===== src/rtl/lpfr_pkg.sv =====
package lpfr_pkg;

    localparam int unsigned CFG_INDEX_W = 3;
    localparam int unsigned CFG_DATA_W  = 16;

    localparam logic [CFG_INDEX_W-1:0] CFG_FRAME_MODE      = 3'd0;
    localparam logic [CFG_INDEX_W-1:0] CFG_EXPECTED_OPCODE = 3'd1;
    localparam logic [CFG_INDEX_W-1:0] CFG_BUFFER_CAPACITY = 3'd2;
    localparam logic [CFG_INDEX_W-1:0] CFG_MAX_TOTAL       = 3'd3;
    localparam logic [CFG_INDEX_W-1:0] CFG_TIMEOUT_FRAMES  = 3'd4;

    localparam logic [1:0] MODE_OPCODE_LEN4 = 2'd0;

    localparam logic REQ_BYTE = 1'b0;
    localparam logic REQ_TICK = 1'b1;

    localparam logic [2:0] ST_BYTE    = 3'd0;
    localparam logic [2:0] ST_FINAL   = 3'd1;
    localparam logic [2:0] ST_EMPTY   = 3'd2;
    localparam logic [2:0] ST_BADOP   = 3'd3;
    localparam logic [2:0] ST_BADLEN  = 3'd4;
    localparam logic [2:0] ST_TIMEOUT = 3'd5;

    typedef enum logic [2:0] {
        PH_IDLE    = 3'b001,
        PH_LENGTH  = 3'b010,
        PH_PAYLOAD = 3'b100
    } phase_t;

    typedef struct packed {
        logic       req_type;
        logic [7:0] rx_byte;
    } in_t;

    typedef struct packed {
        logic [2:0]  status;
        logic [7:0]  data_byte;
        logic [15:0] byte_index;
        logic [15:0] frame_length;
        logic        last;
    } out_t;

endpackage


===== src/rtl/length_prefixed_frame_receiver_core.sv =====
// Length-prefixed frame receiver.
// Input channel (in_valid/in_stall/in_data): one request per received UART
// byte (req_type 0) or per frame tick (req_type 1). Depending on frame_mode
// a frame opens with an opcode byte and a 4-byte big-endian length, a 4-byte
// length only, or a 2-byte length; payload bytes then stream out.
// Output channel (out_valid/out_stall/out_data): at most one result per
// request: payload byte, final byte, empty frame, or an error (wrong opcode,
// bad length, timeout). last marks every end of frame.
// Config port (cfg_we/cfg_index/cfg_data): write only while idle.
// Timing: a request is taken every cycle while in_stall is low; its result
// is registered in the output register, or in the skid entry while that is
// stalled. The frame state register is the only loop, updated per request.
// Stall: an output register plus a one-entry skid buffer; in_stall rises only
// once the skid entry is occupied, so throughput is one request per cycle
// while out_stall is low.
// Reset: phase idle, all counters zero, registers back to defaults
// (mode 0, opcode 0, capacity and maximum 65535, timeout 60).
module length_prefixed_frame_receiver_core (
    input  logic                                clk,
    input  logic                                rst_n,
    input  logic                                in_valid,
    output logic                                in_stall,
    input  lpfr_pkg::in_t                       in_data,
    output logic                                out_valid,
    input  logic                                out_stall,
    output lpfr_pkg::out_t                      out_data,
    input  logic                                cfg_we,
    input  logic [lpfr_pkg::CFG_INDEX_W-1:0]    cfg_index,
    input  logic [lpfr_pkg::CFG_DATA_W-1:0]     cfg_data
);
    import lpfr_pkg::*;

    // configuration
    logic [1:0]  frame_mode_reg;
    logic [7:0]  expected_opcode_reg;
    logic [15:0] buffer_capacity_reg;
    logic [15:0] max_total_reg;
    logic [15:0] timeout_frames_reg;

    // frame state
    phase_t      phase_reg, phase_next;
    logic [31:0] len_acc_reg, len_acc_next;
    logic [1:0]  len_seen_reg, len_seen_next;
    logic [15:0] payload_cnt_reg, payload_cnt_next;
    logic [15:0] idle_ticks_reg, idle_ticks_next;
    logic [15:0] accepted_len_reg, accepted_len_next;

    // output buffering
    logic out_valid_reg;
    out_t out_data_reg;
    logic skid_valid_reg;
    out_t skid_data_reg;

    logic        in_accept;
    logic        pop;
    logic        has_res;
    out_t        res;

    logic [31:0] acc_base;
    logic [1:0]  seen_base;
    logic [31:0] acc_shift;
    logic [1:0]  seen_inc;
    logic        two_byte;
    logic        len_done;
    logic [31:0] len_val;
    logic [15:0] cap;
    logic        len_bad;
    logic [15:0] ticks_inc;
    logic [16:0] idx_plus1;

    assign in_accept = in_valid && !skid_valid_reg;
    assign pop       = out_valid_reg && !out_stall;
    assign in_stall  = skid_valid_reg;
    assign out_valid = out_valid_reg;
    assign out_data  = out_data_reg;

    always_ff @(posedge clk or negedge rst_n)
    begin
        if (!rst_n)
        begin
            frame_mode_reg      <= MODE_OPCODE_LEN4;
            expected_opcode_reg <= 8'd0;
            buffer_capacity_reg <= 16'hFFFF;
            max_total_reg       <= 16'hFFFF;
            timeout_frames_reg  <= 16'd60;
        end
        else if (cfg_we)
        begin
            unique case (cfg_index)
                CFG_FRAME_MODE:      frame_mode_reg      <= cfg_data[1:0];
                CFG_EXPECTED_OPCODE: expected_opcode_reg <= cfg_data[7:0];
                CFG_BUFFER_CAPACITY: buffer_capacity_reg <= cfg_data;
                CFG_MAX_TOTAL:       max_total_reg       <= cfg_data;
                CFG_TIMEOUT_FRAMES:  timeout_frames_reg  <= cfg_data;
                default:             ;
            endcase
        end
    end

    // length byte handling; a new frame starts from an empty accumulator
    always_comb
    begin
        acc_base  = (phase_reg == PH_IDLE) ? 32'd0 : len_acc_reg;
        seen_base = (phase_reg == PH_IDLE) ? 2'd0 : len_seen_reg;
        acc_shift = {acc_base[23:0], in_data.rx_byte};
        seen_inc  = seen_base + 2'd1;
        two_byte  = frame_mode_reg[1];
        // count wraps to zero after the fourth byte
        len_done  = (seen_inc == 2'd0) || (two_byte && (seen_inc >= 2'd2));
        len_val   = two_byte ? {16'd0, acc_shift[15:0]} : acc_shift;
        cap       = (buffer_capacity_reg < max_total_reg) ? buffer_capacity_reg
                                                          : max_total_reg;
        len_bad   = (len_val > {16'd0, cap}) || ((len_val == 32'd0) && !two_byte);
        ticks_inc = (idle_ticks_reg == 16'hFFFF) ? idle_ticks_reg
                                                 : idle_ticks_reg + 16'd1;
        idx_plus1 = {1'b0, payload_cnt_reg} + 17'd1;
    end

    always_comb
    begin
        phase_next        = phase_reg;
        len_acc_next      = len_acc_reg;
        len_seen_next     = len_seen_reg;
        payload_cnt_next  = payload_cnt_reg;
        idle_ticks_next   = idle_ticks_reg;
        accepted_len_next = accepted_len_reg;
        has_res           = 1'b0;
        res               = '0;

        if (in_accept)
        begin
            if (in_data.req_type == REQ_TICK)
            begin
                if (phase_reg != PH_IDLE)
                begin
                    idle_ticks_next = ticks_inc;
                    if (ticks_inc >= timeout_frames_reg)
                    begin
                        has_res    = 1'b1;
                        res.status = ST_TIMEOUT;
                        res.last   = 1'b1;
                    end
                end
            end
            else
            begin
                idle_ticks_next = 16'd0;
                unique case (phase_reg) inside
                    PH_IDLE,
                    PH_LENGTH:
                    begin
                        if (phase_reg == PH_IDLE && frame_mode_reg == MODE_OPCODE_LEN4)
                        begin
                            phase_next       = PH_LENGTH;
                            len_acc_next     = 32'd0;
                            len_seen_next    = 2'd0;
                            payload_cnt_next = 16'd0;
                            if (in_data.rx_byte != expected_opcode_reg)
                            begin
                                has_res    = 1'b1;
                                res.status = ST_BADOP;
                                res.last   = 1'b1;
                            end
                        end
                        else
                        begin
                            phase_next    = PH_LENGTH;
                            len_acc_next  = acc_shift;
                            len_seen_next = seen_inc;
                            if (phase_reg == PH_IDLE)
                                payload_cnt_next = 16'd0;
                            if (len_done)
                            begin
                                if (len_bad)
                                begin
                                    has_res    = 1'b1;
                                    res.status = ST_BADLEN;
                                    res.last   = 1'b1;
                                end
                                else if (len_val == 32'd0)
                                begin
                                    has_res    = 1'b1;
                                    res.status = ST_EMPTY;
                                    res.last   = 1'b1;
                                end
                                else
                                begin
                                    phase_next        = PH_PAYLOAD;
                                    accepted_len_next = len_val[15:0];
                                    payload_cnt_next  = 16'd0;
                                end
                            end
                        end
                    end
                    PH_PAYLOAD:
                    begin
                        payload_cnt_next = idx_plus1[15:0];
                        has_res          = 1'b1;
                        res.data_byte    = in_data.rx_byte;
                        res.byte_index   = payload_cnt_reg;
                        res.frame_length = accepted_len_reg;
                        if (idx_plus1 >= {1'b0, accepted_len_reg})
                        begin
                            res.status = ST_FINAL;
                            res.last   = 1'b1;
                        end
                        else
                            res.status = ST_BYTE;
                    end
                    default:
                        phase_next = PH_IDLE;
                endcase
            end

            // every end of frame, good or bad, clears the frame state
            if (has_res && res.last)
            begin
                phase_next        = PH_IDLE;
                len_acc_next      = 32'd0;
                len_seen_next     = 2'd0;
                payload_cnt_next  = 16'd0;
                idle_ticks_next   = 16'd0;
                accepted_len_next = 16'd0;
            end
        end
    end

    always_ff @(posedge clk or negedge rst_n)
    begin
        if (!rst_n)
        begin
            phase_reg        <= PH_IDLE;
            len_acc_reg      <= 32'd0;
            len_seen_reg     <= 2'd0;
            payload_cnt_reg  <= 16'd0;
            idle_ticks_reg   <= 16'd0;
            accepted_len_reg <= 16'd0;
        end
        else
        begin
            phase_reg        <= phase_next;
            len_acc_reg      <= len_acc_next;
            len_seen_reg     <= len_seen_next;
            payload_cnt_reg  <= payload_cnt_next;
            idle_ticks_reg   <= idle_ticks_next;
            accepted_len_reg <= accepted_len_next;
        end
    end

    // output register with one skid entry behind it
    always_ff @(posedge clk or negedge rst_n)
    begin
        if (!rst_n)
        begin
            out_valid_reg  <= 1'b0;
            skid_valid_reg <= 1'b0;
        end
        else if (!out_valid_reg || pop)
        begin
            if (skid_valid_reg)
            begin
                out_valid_reg  <= 1'b1;
                skid_valid_reg <= has_res;
            end
            else
                out_valid_reg <= has_res;
        end
        else if (has_res)
            skid_valid_reg <= 1'b1;
    end

    always_ff @(posedge clk)
    begin
        if (!out_valid_reg || pop)
        begin
            if (skid_valid_reg)
            begin
                out_data_reg  <= skid_data_reg;
                skid_data_reg <= res;
            end
            else
                out_data_reg <= res;
        end
        else if (has_res)
            skid_data_reg <= res;
    end

    a_skid_behind_out: assert property (@(posedge clk) disable iff (!rst_n)
        skid_valid_reg |-> out_valid_reg)
        else $error("skid entry held while output register empty");

    a_idle_clean: assert property (@(posedge clk) disable iff (!rst_n)
        (phase_reg == PH_IDLE) |->
            (payload_cnt_reg == 16'd0 && idle_ticks_reg == 16'd0 && len_acc_reg == 32'd0))
        else $error("frame state not cleared in idle");

    a_payload_in_range: assert property (@(posedge clk) disable iff (!rst_n)
        (phase_reg == PH_PAYLOAD) |-> (payload_cnt_reg < accepted_len_reg))
        else $error("payload count beyond accepted length");

    a_mid_frame_is_byte: assert property (@(posedge clk) disable iff (!rst_n)
        (out_valid_reg && !out_data_reg.last) |-> (out_data_reg.status == ST_BYTE))
        else $error("non-final result that is not a payload byte");

endmodule

===== config.mk =====
export PLATFORM = sky130hd
export DESIGN_NAME = length_prefixed_frame_receiver_core
export DESIGN_NICKNAME = d
export VERILOG_FILES = /design/src/rtl/lpfr_pkg.sv /design/src/rtl/length_prefixed_frame_receiver_core.sv
export SDC_FILE = /design/constraint.sdc
export NUM_CORES = 1
export LEC_CHECK = 0
export BUFFER_PORTS_ARGS = -buffer_cell sky130_fd_sc_hd__buf_2
export CAP_MARGIN = 40
export CORE_UTILIZATION = 30
export CTS_CLUSTER_DIAMETER = 60
export DETAILED_ROUTE_END_ITERATION = 12
export PLACE_DENSITY = 0.46
export RECOVER_POWER = 25
export SLEW_MARGIN = 20
export SYNTH_ARGS = -nofsm -noshare
export SYNTH_HDL_FRONTEND = slang
export SYNTH_SLANG_ARGS = --single-unit
export TNS_END_PERCENT = 50

===== constraint.sdc =====
create_clock -name clk -period 4.45 [get_ports clk]
set_input_delay 0 -clock clk [delete_from_list [all_inputs] [get_ports clk]]
set_output_delay 0 -clock clk [all_outputs]
set_load 0.005 [all_outputs]

* Yosys cells after proc, flatten, opt, wreduce, memory -nomap -nowiden
Cells that the tools add are included.
Cells by class: eq/ne operators 17, $mul 0, div/mod/pow operators 0, bitwise logic cells 0, $lt $le $gt $ge 5, $add $sub $neg 3, shift-type cells 0, reduce and logical (&&, ||, !) cells 33, muxes and demuxes 74
Operators with widths (number):
- $mux W16 | 19
- $mux W44 | 5
- $mux W24 | 5
- $mux W40 | 2
- $mux W3 | 12
- $gt A32 B16 Y1 | 1
- $logic_not A32 Y1 | 1
- $mux W32 | 1
- $pmux W16 S2 | 1
- $mux W1 | 18
- $add A16 B1 Y17 const B | 1
- $ge A17 B16 Y1 | 1
- $add A16 B1 Y16 const B | 1
- $eq A16 B16 Y1 const B | 1
- $ge A16 B16 Y1 | 1
- $lt A16 B16 Y1 | 1
- $mux W2 | 7
- $reduce_and A2 Y1 | 7
- $pmux W3 S2 | 2
- $ne A2 B1 Y1 const B | 5
- $eq A3 B2 Y1 const B | 3
- $reduce_and A3 Y1 | 3
- $ne A8 B8 Y1 | 1
- $reduce_and A7 Y1 | 1
- 15 further kinds | 32
Word-level totals: flip-flop bits (word level) 225, memory bits (writable) 0, ROM bits 0, latch bits 0, logic and storage cells 155, input port bits 33, output and inout bits 46, memories 0

* Logic depth before layout (Yosys ltp)
word-level depth 15, depth in mapped cells 21, gate-level depth less buffers 18

* Least setup slack after synthesis
Ideal clock, no wire load.
path kind reg2reg, start reg max_total_reg[1], end reg skid_data_reg[0] (netlist name) (enable), data arrival time 4.210 ns, cell stages (with the launch flop) 19, path buffers 1, path slack -0.118 ns, clock period less this slack 4.568 ns, path through dfstp_2 > inv_1 > ha_1 > a21o_1 > a21o_1 > a211oi_1 > o21ai_0 > a211oi_1 > clkbuf_1 > nor2_1 > a21oi_1 > ha_1 > a21oi_1 > o21ai_0 > a221oi_1 > nand3_1 > o31a_1 > o21ba_2 > mux2_2
Between the ends: cells in the longest elaborated chain, start to end 13
RTL lines:
- start: declaration | line length_prefixed_frame_receiver_core.sv:37 | logic [15:0] max_total_reg;
- start signal: assignment | line length_prefixed_frame_receiver_core.sv:93 | CFG_MAX_TOTAL: max_total_reg <= cfg_data;
- $lt A16 B16 Y1 | line length_prefixed_frame_receiver_core.sv:111 | cap = (buffer_capacity_reg < max_total_reg) ? buffer_capacity_reg
- $mux W16 * | line length_prefixed_frame_receiver_core.sv:111
- $gt A32 B16 Y1 * | line length_prefixed_frame_receiver_core.sv:113 | len_bad = (len_val > {16'd0, cap}) || ((len_val == 32'd0) && !two_byte);
- $logic_or A1 B1 Y1 * | line length_prefixed_frame_receiver_core.sv:113
- $mux W1 * | line length_prefixed_frame_receiver_core.sv:174 | if (len_bad)
- $mux W1 * | line length_prefixed_frame_receiver_core.sv:172 | if (len_done)
- $mux W1 * | line length_prefixed_frame_receiver_core.sv:152 | if (phase_reg == PH_IDLE && frame_mode_reg == MODE_OPCODE_LEN4)
- $pmux W1 S2 * | line length_prefixed_frame_receiver_core.sv:148 | unique case (phase_reg) inside
- $mux W1 * | line length_prefixed_frame_receiver_core.sv:132 | if (in_data.req_type == REQ_TICK)
- $mux W1 * (2 in a row) | line length_prefixed_frame_receiver_core.sv:130 | if (in_accept)
- $reduce_bool A2 Y1 (no source line) *
- $reduce_and A2 Y1 (no source line) *
- end signal: assignment | line length_prefixed_frame_receiver_core.sv:279 | skid_data_reg <= res;
- end signal: assignment | line length_prefixed_frame_receiver_core.sv:285 | skid_data_reg <= res;
- end: declaration | line length_prefixed_frame_receiver_core.sv:52 | out_t skid_data_reg;
Every way passes the cells marked *; elsewhere a longest branch is shown, timed or not. The select of a mux whose other input is x is not followed. A chain may end at the register's enable or synchronous reset.

* Worst setup path after layout
start reg buffer_capacity_reg[1], end reg skid_data_reg[39] (netlist name) (enable)
Between the ends: cells in the longest elaborated chain, start to end 13
RTL lines:
- start: declaration | line length_prefixed_frame_receiver_core.sv:36 | logic [15:0] buffer_capacity_reg;
- start signal: assignment | line length_prefixed_frame_receiver_core.sv:92 | CFG_BUFFER_CAPACITY: buffer_capacity_reg <= cfg_data;
- $lt A16 B16 Y1 | line length_prefixed_frame_receiver_core.sv:111
- $mux W16 * | line length_prefixed_frame_receiver_core.sv:111
- $gt A32 B16 Y1 * | line length_prefixed_frame_receiver_core.sv:113
- $logic_or A1 B1 Y1 * | line length_prefixed_frame_receiver_core.sv:113
- $mux W1 * | line length_prefixed_frame_receiver_core.sv:174
- $mux W1 * | line length_prefixed_frame_receiver_core.sv:172
- $mux W1 * | line length_prefixed_frame_receiver_core.sv:152
- $pmux W1 S2 * | line length_prefixed_frame_receiver_core.sv:148
- $mux W1 * | line length_prefixed_frame_receiver_core.sv:132
- $mux W1 * (2 in a row) | line length_prefixed_frame_receiver_core.sv:130
- $reduce_bool A2 Y1 (no source line) *
- $reduce_and A2 Y1 (no source line) *
Marks and branches as above.

==> results.sh <==
export IMPL_outcome="finished with violations"
export IMPL_violations="max-capacitance violations, max-slew violations, negative setup slack"
export IMPL_antenna_found_initial=0
export IMPL_wl_per_cell_um=18.7
export IMPL_grt_start_max_net_pins=74
export IMPL_hold_path_class="input pin to register"
export IMPL_cts_buffers=27
export IMPL_wl_met2_um=14900
export IMPL_n_fill_cell=3576
export IMPL_cp_max_fo=6
export IMPL_clk_latency_ps=550
export IMPL_fin_tns_setup_ps=-1150
export IMPL_synth_avg_cell_area_um2=11.7
export IMPL_cts_root_buf="clkbuf_16"
export IMPL_period_share_pct=101
export IMPL_fp_dieW_um=196
export IMPL_worst_slew_pin_slew_ps=2430
export IMPL_core_area_um2=36900
export IMPL_synth_cells=966
export IMPL_die_area_um2=38500
export IMPL_cts_buffer_depth=3
export IMPL_final_nets=1230
export IMPL_route_met3_wl_um=986
export IMPL_syn_num_nets=1064
export IMPL_setup_slack_ps=-44.4
export IMPL_gr_total_overflow=0
export IMPL_top_layer_used="met4"
export IMPL_synth_area_leaders="edfxtp_1, dfrtp_1, dfstp_2, ha_1, mux2_2"
export IMPL_critPathLaunchType="register"
export IMPL_ys_seq_elements=225
export IMPL_relSlewSlack_pct=-61.8
export IMPL_synth_flop_cell="dfrtp_1"
export IMPL_rows=70
export IMPL_ios=79
export IMPL_clk_pin_slew_ps=60
export IMPL_synth_top_area_share_pct=23.4
export IMPL_rsz0062_at_grt="yes"
export IMPL_grt_pass1_vias=8255
export IMPL_wl_met1_um=14300
export IMPL_hold_viol=0
export IMPL_worst_hold_slack_ps=25.0
export IMPL_grt_pass1_wl_um=48400
export IMPL_track_usage_pct=16.1
export IMPL_fin_skew_ps=8.25
export IMPL_power_switching_mw=2.47
export IMPL_cp_arrival_ps=4810
export IMPL_fmax_mhz=222
export IMPL_seqPwrFrac_pct=38.4
export IMPL_drv_cap=2
export IMPL_synth_compound_area_share_pct=15.8
export IMPL_vias=8232
export IMPL_initial_core_util_pct=30.7
export IMPL_cts_num_sinks=225
export IMPL_drt_iter0_drc=393
export IMPL_h_tree_depth=1
export IMPL_synthSimpleGateAreaFrac_pct=12.3
export IMPL_place_gp_congestion=0.846
export IMPL_placed_cell_area_um2=12700
export IMPL_yosysUniqueCellTypes=71
export IMPL_combPwrFrac_pct=32.3
export IMPL_port_buffers=78
export IMPL_yosysWarnings=0
export IMPL_dp_hpwl_um=21900
export IMPL_area_growth_pct=27.3
export IMPL_yosysSeqAreaShare_pct=54.1
export IMPL_cp_required_ps=4760
export IMPL_post_route_min_period_ps=4490
export IMPL_yosys_area_share_adder_pct=7.28
export IMPL_synth_edff_count=88
export IMPL_synth_area_um2=11300
export IMPL_yosys_area_top_type="edfxtp_1"
export IMPL_drc=0
export IMPL_synth_xor_area_share_pct=2.55
export IMPL_routed_via_density=4.97
export IMPL_endpoint_kind="register"
export IMPL_fp_dieH_um=196
export IMPL_num_antenna_cells=0
export IMPL_p_clk_share_pct=29.3
export IMPL_setup_viol=44
export IMPL_synthArstFlopShare_pct=60.9
export IMPL_worstSetupPathType="register to register"
export IMPL_slew_viol_final=120
export IMPL_drt_wl_total_um=30900
export IMPL_post_route_util_pct=39.1
export IMPL_leakagePower_nw=6.59
export IMPL_switching_share_pct=32.6
export IMPL_peakVddDrop_mv=0.291
export IMPL_ant_nets=0
export IMPL_cts_tree="done"
export IMPL_synth_top_family_by_area="compound AO/OA/AOI/OAI gates"
export IMPL_power_density_nw_per_um2=526
export IMPL_drive_gt1_share_pct=28.5
export IMPL_synth_mux_area_share_pct=4.68
export IMPL_intPower_mw=5.11
export IMPL_drt_pass1_iter_count=5
export IMPL_final_cell_area_um2=14400
## layout by cell type (no fill, tap or decap), types with 11 or more instances in the layout
master and instances:
mux2_2 44, dfrtp_1 99, nand4_1 18, a21o_1 54, nand3_1 17, o21ai_0 39, nor2_1 33, and2_1 36
a22o_1 56, buf_6 11, buf_2 78, a21oi_2 12, edfxtp_1 88, dfstp_2 37, xor2_1 15, inv_1 51
a21oi_1 31, clkbuf_16 30, nor4_1 27, ha_1 60, buf_4 37, dlygate4sd3_1 31, nand2_1 53, xnor2_1 18
nand2b_1 12, buf_12 11
## per-layer routing
metal	vias to the layer above	GRT usage [%]
met3	61	2.48
met4	0	3.73
met2	164	27.2
met1	4072	21.7
met5	-	0
li1	3935	-
## critical path, cell delays in order, from the launching register on
cell,delay [ps]
dfstp_2,570
ha_4,210
a21o_1,140
a21o_1,180
a211oi_2,240
o21ai_2,100
a211oi_4,240
buf_4,160
buf_12,110
nor2_1,40
a21oi_1,130
ha_1,290
a21oi_2,130
o21ai_1,100
a221oi_2,320
nand3_2,130
o31a_1,350
o21ba_4,240
mux2_4,360
clkbuf_16,200
## final timing paths
| kind | start | cells after the start | end | slack, ps |
|---|---|---|---|---|
| min reg2reg | accepted_len_reg[13]$_DFFE_PN0P_ | 1 | accepted_len_reg[13]$_DFFE_PN0P_ | 510 |
| max | buffer_capacity_reg[1]$_DFFE_PN1P_ | 19 | skid_data_reg[39]$_DFFE_PP_ | -40 |
| max reg2reg | buffer_capacity_reg[1]$_DFFE_PN1P_ | 19 | skid_data_reg[39]$_DFFE_PP_ | -40 |
| min in group asynchronous | rst_n | 2 | max_total_reg[6]$_DFFE_PN1P_ | 610 |
| max in group asynchronous | rst_n | 3 | timeout_frames_reg[0]$_DFFE_PN0P_ | 1480 |
| min | out_stall | 3 | out_valid$_DFFE_PN0P_ | 20 |
## area by class of cell
type | instances | area [um^2] | share of cell area [%]
Clock buffer | 42 | 825 | 5.72
Clock inverter | 8 | 77.6 | 0.539
Inverter | 54 | 206 | 1.43
Multi-Input combinational cell | 647 | 5120 | 35.5
Sequential cell | 225 | 6120 | 42.5
Tap cell | 504 | 631 | 4.38
Timing Repair Buffer | 177 | 1430 | 9.91
## synthesized netlist by cell type (18+ instances only)
| cell | number |
|---|---|
| o21ai_0 | 44 |
| a21o_1 | 54 |
| nand2_1 | 54 |
| dfrtp_1 | 100 |
| nand4_1 | 18 |
| edfxtp_1 | 88 |
| dfstp_2 | 37 |
| nor2_1 | 39 |
| xnor2_1 | 18 |
| a22o_1 | 56 |
| and2_1 | 36 |
| inv_1 | 54 |
| a21oi_1 | 42 |
| mux2_2 | 46 |
| ha_1 | 65 |
| nand3_1 | 18 |
| nor4_1 | 30 |
| clkbuf_1 | 33 |
## through the flow
stage / worst slack (ps) / power [mW] / std cells
after floorplan: -6.04 / 4.16 / 966
after global placement: -88.0 / 4.94 / 1549
after detailed placement: -191 / 4.99 / 1556
after CTS: 7.99 / 7.55 / 1651
after global routing: -227 / 8.02 / 1657
final: -44.4 / 7.58 / 1657
## what timing repair did
action / CTS / global route
gates resized for setup: 20 / 44
cloned: 4 / 1
endpoints found under the hold margin: 201 / 0
hold buffers: 31 / 0
setup endpoints to repair: 99 / 109
setup buffers: 11 / 6
pin swaps: 23 / 27
## kinds of logic (layout without fill, tap and decap cells)
group	count (synthesis)	after routing
XOR/XNOR	33	33
adder cells (fa/ha/maj)	66	66
AO/OA/AOI/OAI	249	249
buffers and inverters	94	281
flip-flops	225	225
multiplexers	47	47
AND/OR/NAND/NOR	252	252
## power by group through the flow
stage	Sequential [mW]	Combinational (mW)	Clock, mW
finish	2.91	2.45	2.22
global route	2.96	2.70	2.36
CTS	2.91	2.36	2.29
detailed placement	2.94	2.05	0
global placement	2.95	1.99	0
floorplan	2.83	1.33	0
Note: power is estimated with default switching activity, not from simulation.
